### src/affine_point_transform_defines.svh
// Assertion macros for the affine point transform.
`ifndef AFFINE_POINT_TRANSFORM_DEFINES_SVH
`define AFFINE_POINT_TRANSFORM_DEFINES_SVH

`ifndef SYNTHESIS
// Same-cycle implication, checked on aclk outside reset
`define APT_ASSERT_NOW(label, ante, cons, msg) \
    label: assert property (@(posedge aclk) disable iff (!aresetn) (ante) |-> (cons)) \
        else $error(msg);
// Next-cycle implication, checked on aclk outside reset
`define APT_ASSERT_NEXT(label, ante, cons, msg) \
    label: assert property (@(posedge aclk) disable iff (!aresetn) (ante) |=> (cons)) \
        else $error(msg);
`else
`define APT_ASSERT_NOW(label, ante, cons, msg)
`define APT_ASSERT_NEXT(label, ante, cons, msg)
`endif

`endif

### src/apt_pkg.sv
// Types and constants shared by the affine point transform modules.
`default_nettype none

package apt_pkg;

    // Register indexes of the configuration port
    localparam logic [2:0] REG_ROW0_COLS01 = 3'd0;
    localparam logic [2:0] REG_ROW0_COLS23 = 3'd1;
    localparam logic [2:0] REG_ROW1_COLS01 = 3'd2;
    localparam logic [2:0] REG_ROW1_COLS23 = 3'd3;
    localparam logic [2:0] REG_ROW2_COLS01 = 3'd4;
    localparam logic [2:0] REG_ROW2_COLS23 = 3'd5;

    // Reset values: identity matrix, zero translation
    localparam logic [63:0] RST_ROW0_COLS01 = 64'h0000_0000_0001_0000;
    localparam logic [63:0] RST_ROW0_COLS23 = 64'h0000_0000_0000_0000;
    localparam logic [63:0] RST_ROW1_COLS01 = 64'h0001_0000_0000_0000;
    localparam logic [63:0] RST_ROW1_COLS23 = 64'h0000_0000_0000_0000;
    localparam logic [63:0] RST_ROW2_COLS01 = 64'h0000_0000_0000_0000;
    localparam logic [63:0] RST_ROW2_COLS23 = 64'h0000_0000_0001_0000;

    // Input word: one point, Q16.16
    typedef struct packed {
        logic signed [31:0] pos_x;
        logic signed [31:0] pos_y;
        logic signed [31:0] pos_z;
    } apt_in_t;

    // Result word
    typedef struct packed {
        logic signed [31:0] out_x;
        logic signed [31:0] out_y;
        logic signed [31:0] out_z;
        logic               clipped;
    } apt_out_t;

    // One matrix row: three coefficients and the translation
    typedef struct packed {
        logic signed [31:0] c0;
        logic signed [31:0] c1;
        logic signed [31:0] c2;
        logic signed [31:0] t;
    } apt_row_coef_t;

    // Stage load enables from the pipeline control
    typedef struct packed {
        logic en1;
        logic en2;
        logic en3;
    } apt_stage_en_t;

endpackage

`default_nettype wire

### src/apt_cfg.sv
// Configuration register file holding the 3x4 matrix.
`default_nettype none

module apt_cfg (
    input  wire logic                   aclk,
    input  wire logic                   aresetn,
    input  wire logic                   cfg_wr_en,
    input  wire logic [2:0]             cfg_index,
    input  wire logic [63:0]            cfg_wdata,
    output apt_pkg::apt_row_coef_t      row0,
    output apt_pkg::apt_row_coef_t      row1,
    output apt_pkg::apt_row_coef_t      row2
);

    logic [63:0] r0_01_reg, r0_23_reg, r1_01_reg, r1_23_reg, r2_01_reg, r2_23_reg;

    // Register writes; unknown indexes are ignored
    always_ff @(posedge aclk) begin
        if (!aresetn) begin
            r0_01_reg <= apt_pkg::RST_ROW0_COLS01;
            r0_23_reg <= apt_pkg::RST_ROW0_COLS23;
            r1_01_reg <= apt_pkg::RST_ROW1_COLS01;
            r1_23_reg <= apt_pkg::RST_ROW1_COLS23;
            r2_01_reg <= apt_pkg::RST_ROW2_COLS01;
            r2_23_reg <= apt_pkg::RST_ROW2_COLS23;
        end else if (cfg_wr_en) begin
            case (cfg_index)
                apt_pkg::REG_ROW0_COLS01: r0_01_reg <= cfg_wdata;
                apt_pkg::REG_ROW0_COLS23: r0_23_reg <= cfg_wdata;
                apt_pkg::REG_ROW1_COLS01: r1_01_reg <= cfg_wdata;
                apt_pkg::REG_ROW1_COLS23: r1_23_reg <= cfg_wdata;
                apt_pkg::REG_ROW2_COLS01: r2_01_reg <= cfg_wdata;
                apt_pkg::REG_ROW2_COLS23: r2_23_reg <= cfg_wdata;
                default: ;
            endcase
        end
    end

    // Unpack halves: low half is the lower column
    assign row0 = '{c0: r0_01_reg[31:0], c1: r0_01_reg[63:32],
                    c2: r0_23_reg[31:0], t: r0_23_reg[63:32]};
    assign row1 = '{c0: r1_01_reg[31:0], c1: r1_01_reg[63:32],
                    c2: r1_23_reg[31:0], t: r1_23_reg[63:32]};
    assign row2 = '{c0: r2_01_reg[31:0], c1: r2_01_reg[63:32],
                    c2: r2_23_reg[31:0], t: r2_23_reg[63:32]};

endmodule

`default_nettype wire

### config.mk
export PLATFORM = sky130hd
export DESIGN_NAME = apt_cfg
export DESIGN_NICKNAME = d
export VERILOG_FILES = /design/src/affine_point_transform_defines.svh /design/src/apt_pkg.sv /design/src/apt_cfg.sv
export SDC_FILE = /design/constraint.sdc
export NUM_CORES = 1
export LEC_CHECK = 0
export BUFFER_PORTS_ARGS = -buffer_cell sky130_fd_sc_hd__buf_2
export CORE_AREA = 2 2 176 178
export DETAILED_ROUTE_END_ITERATION = 8
export DIE_AREA = 0 0 178 180
export MAX_ROUTING_LAYER = met4
export PLACE_DENSITY = 0.73
export SKIP_LAST_GASP = 1
export SYNTH_ARGS = -nofsm -noshare
export SYNTH_HDL_FRONTEND = slang
export SYNTH_SLANG_ARGS = --single-unit
### constraint.sdc
create_clock -name aclk -period 1.4 [get_ports aclk]
set_clock_uncertainty 0.2 [all_clocks]
set_input_delay 0.07 -clock aclk [delete_from_list [all_inputs] [get_ports aclk]]
set_output_delay 0.07 -clock aclk [all_outputs]
set_load 0.1 [all_outputs]
==> impl_metrics.json <==
{
  "layout_setup_ws_ps": -54.1,
  "drt_wirelength_um": 55200,
  "setup.worst_path.end_class": "flip-flop",
  "timing.final.crit_share_pct": 104,
  "htree_levels": 2,
  "worst_setup_path_start_kind": "input port",
  "clkSlewWorstSetupHoldPaths_ps": 70,
  "antenna_violating_nets_post_route": 0,
  "firstDrtPassIters": 5,
  "worst_r2r_path_depth": 3,
  "hold_depth": 4,
  "cp_max_fo": 5,
  "nets": 2029,
  "die-area_mm2": 0.0320,
  "crit_path_cell_trace": "dlygate4sd3_1, buf_2, nand2_2, dlygate4sd3_1, mux2i_1",
  "cts-root-to-sink-buffers": 3,
  "setup_repair_after_global_routing_missed_its_margin": "true",
  "ios": 454,
  "hold_wc_path_type": "input port to flip-flop",
  "critPathRequiredTime_ps": 1600,
  "via_per_inst": 5.34,
  "place_inst": 2146,
  "cell_count_after_synthesis": 1316,
  "areaGrowthSynthToFinish_pct": 64.8,
  "die_height_um": 180,
  "drv.max_cap_violation_count": 0,
  "die_w_um": 178,
  "critical-path-top-cell-by-count": "sky130_fd_sc_hd__dlygate4sd3_1",
  "power.total_w": 0.0262,
  "vdd_ir_drop_max_v": 0.000833,
  "core_area_mm2": 0.0302,
  "clock_sinks": 384,
  "hold_slack_ps": -157,
  "row_count": 64,
  "max_clock_freq_mhz": 688,
  "routed-via-count": 12718,
  "outcome": "finished, violations left",
  "tightest_pin_transition_ps": 742,
  "grtUsageTotal_pct": 34.4,
  "crit_slowest_cell": "sky130_fd_sc_hd__dlygate4sd3_1",
  "routedWlPerCell_um": 23.2,
  "grt_antenna_before_repair": 0,
  "yosys.area.top_type": "sky130_fd_sc_hd__dfxtp_1",
  "failed_checks": "negative hold slack, negative setup slack",
  "place_congestion": 0.843,
  "port_buffers": 453,
  "synth_top_area_share_pct": 54.7,
  "timing.final.setup_violations": 11,
  "clock-root-buffer": "sky130_fd_sc_hd__clkbuf_16",
  "tritoncts_clock_tree": "yes",
  "power_density_mw_per_mm2": 1130,
  "critPathMaxStageDelay_ps": 670,
  "maxSlewViolCount": 0,
  "avgSynthCellArea_um2": 10.7,
  "syn_area_mm2": 0.0141,
  "start_util_pct": 46.6,
  "stdcell_count": 2382,
  "finish.utilization_pct": 76.8,
  "drt-initial-drc-count": 710,
  "critPathKind": "input port to flip-flop",
  "mostFrequentLayoutCell": "sky130_fd_sc_hd__nand2_1",
  "cp.arrival_ps": 1660,
  "leading_cell_types_in_the_layout_fill_and_taps_excluded": "432 x sky130_fd_sc_hd__nand2_1, 383 x sky130_fd_sc_hd__mux2i_1, 381 x sky130_fd_sc_hd__dfxtp_2",
  "drc_viols": 0,
  "hold_viol": 63,
  "ys_top_cells_by_area": "sky130_fd_sc_hd__dfxtp_1 55%, sky130_fd_sc_hd__mux2i_1 27%, sky130_fd_sc_hd__nand2_1 12%",
  "fillCellCount": 1589,
  "leakagePower_nw": 11.5,
  "fin_crit_ps": 1450,
  "latest_clock_arrival_within_the_worst_skew_pair_ps": 520,
  "max-slew-margin-rel_pct": 50.5,
  "hpwlAfterDp_um": 29900,
  "grt_pass1_wl_um": 82700,
  "synth_nets": 1386,
  "yosysWarnings": 0,
  "netlist-cell-type-count": 12,
  "synth_seq_area_share_pct": 54.7,
  "place_ws_ps": -78.3,
  "grt_pass1_vias": 14133,
  "final_layout_size_suffix_gt1_share_pct": 50.7,
  "grt_remaining_overflow": 0,
  "ys_seq_elements": 384,
  "numCtsBuffers": 40,
  "grt_start_max_net_pins": 46,
  "antenna-diode-count": 0
}
worst max-delay path, delay by kind of cell:
family | cells | cell delay, ps
muxes | 1 | 100
buffers and inverters | 3 | 1340
and+or+nand+nor | 1 | 140
cells in the mapped netlist:
| cell | instances |
|---|---|
| sky130_fd_sc_hd__nor4b_4 | 1 |
| sky130_fd_sc_hd__mux2i_1 | 384 |
| sky130_fd_sc_hd__buf_6 | 30 |
| sky130_fd_sc_hd__nand2_1 | 445 |
| sky130_fd_sc_hd__nor2b_1 | 5 |
| sky130_fd_sc_hd__dfxtp_1 | 384 |
| sky130_fd_sc_hd__nand4bb_1 | 3 |
| sky130_fd_sc_hd__buf_4 | 5 |
| sky130_fd_sc_hd__clkbuf_1 | 6 |
| sky130_fd_sc_hd__nand4b_1 | 2 |
| sky130_fd_sc_hd__buf_2 | 44 |
| sky130_fd_sc_hd__buf_12 | 7 |
metrics by stage:
stage / setup TNS, ps / cell area, um2
2_1_floorplan: 0 / 14500
3_3_place_gp: -2840 / 17700
3_5_place_dp: -4100 / 17700
4_1_cts: -1690 / 23400
5_1_grt: -589 / 23200
6_report: -186 / 23200
power by group:
group / internal [W] / total, W / switching (W)
Sequential: 0.0112 / 0.0114 / 0.000205
Clock: 0.00636 / 0.0108 / 0.00445
Combinational: 0.00122 / 0.00403 / 0.00280
Total: 0.0188 / 0.0262 / 0.00746
logic make-up after synthesis:
group	after synthesis	share of synthesized area, %
muxes	384	27.3
buffers and inverters	92	5.39
DFF	384	54.7
and+or+nand+nor	456	12.6
worst paths after layout:
path / start / to / slack [ps]
worst max-delay path: cfg_wdata[37] / r1_23_reg[37] / -50
worst min-delay path: aresetn / r2_01_reg[35] / -160
worst max register to register: r1_23_reg[44] / r1_23_reg[44] / -10
worst min register to register: r0_01_reg[18] / r0_01_reg[18] / 260
what timing repair did:
item / CTS / global route
buffers inserted: 0 / 14
resized for setup: 734 / 62
endpoints found under the hold margin: 384 / 87
pin swaps: 0 / 1
hold buffers: 214 / 17
cloned: 0 / 3
setup endpoints to repair: 370 / 231
final cells by class:
| class | instances | area, um2 | area share, % |
|---|---|---|---|
| sequential | 384 | 8180 | 35.3 |
| tap | 396 | 495 | 2.14 |
| multi-input combinational | 840 | 5710 | 24.6 |
| clock inverter | 11 | 140 | 0.605 |
| clock buffer | 58 | 1170 | 5.05 |
| timing repair buffer | 693 | 7490 | 32.3 |
metal layers:
metal	global-route usage, %	wire, um	vias to the layer above
li1	-	-	5638
met1	35.3	19800	6172
met2	58.5	27100	679
met3	9.33	4690	229
met4	19.8	3560	0
met5	-	0	-
Power figures use the tool's default switching activity.
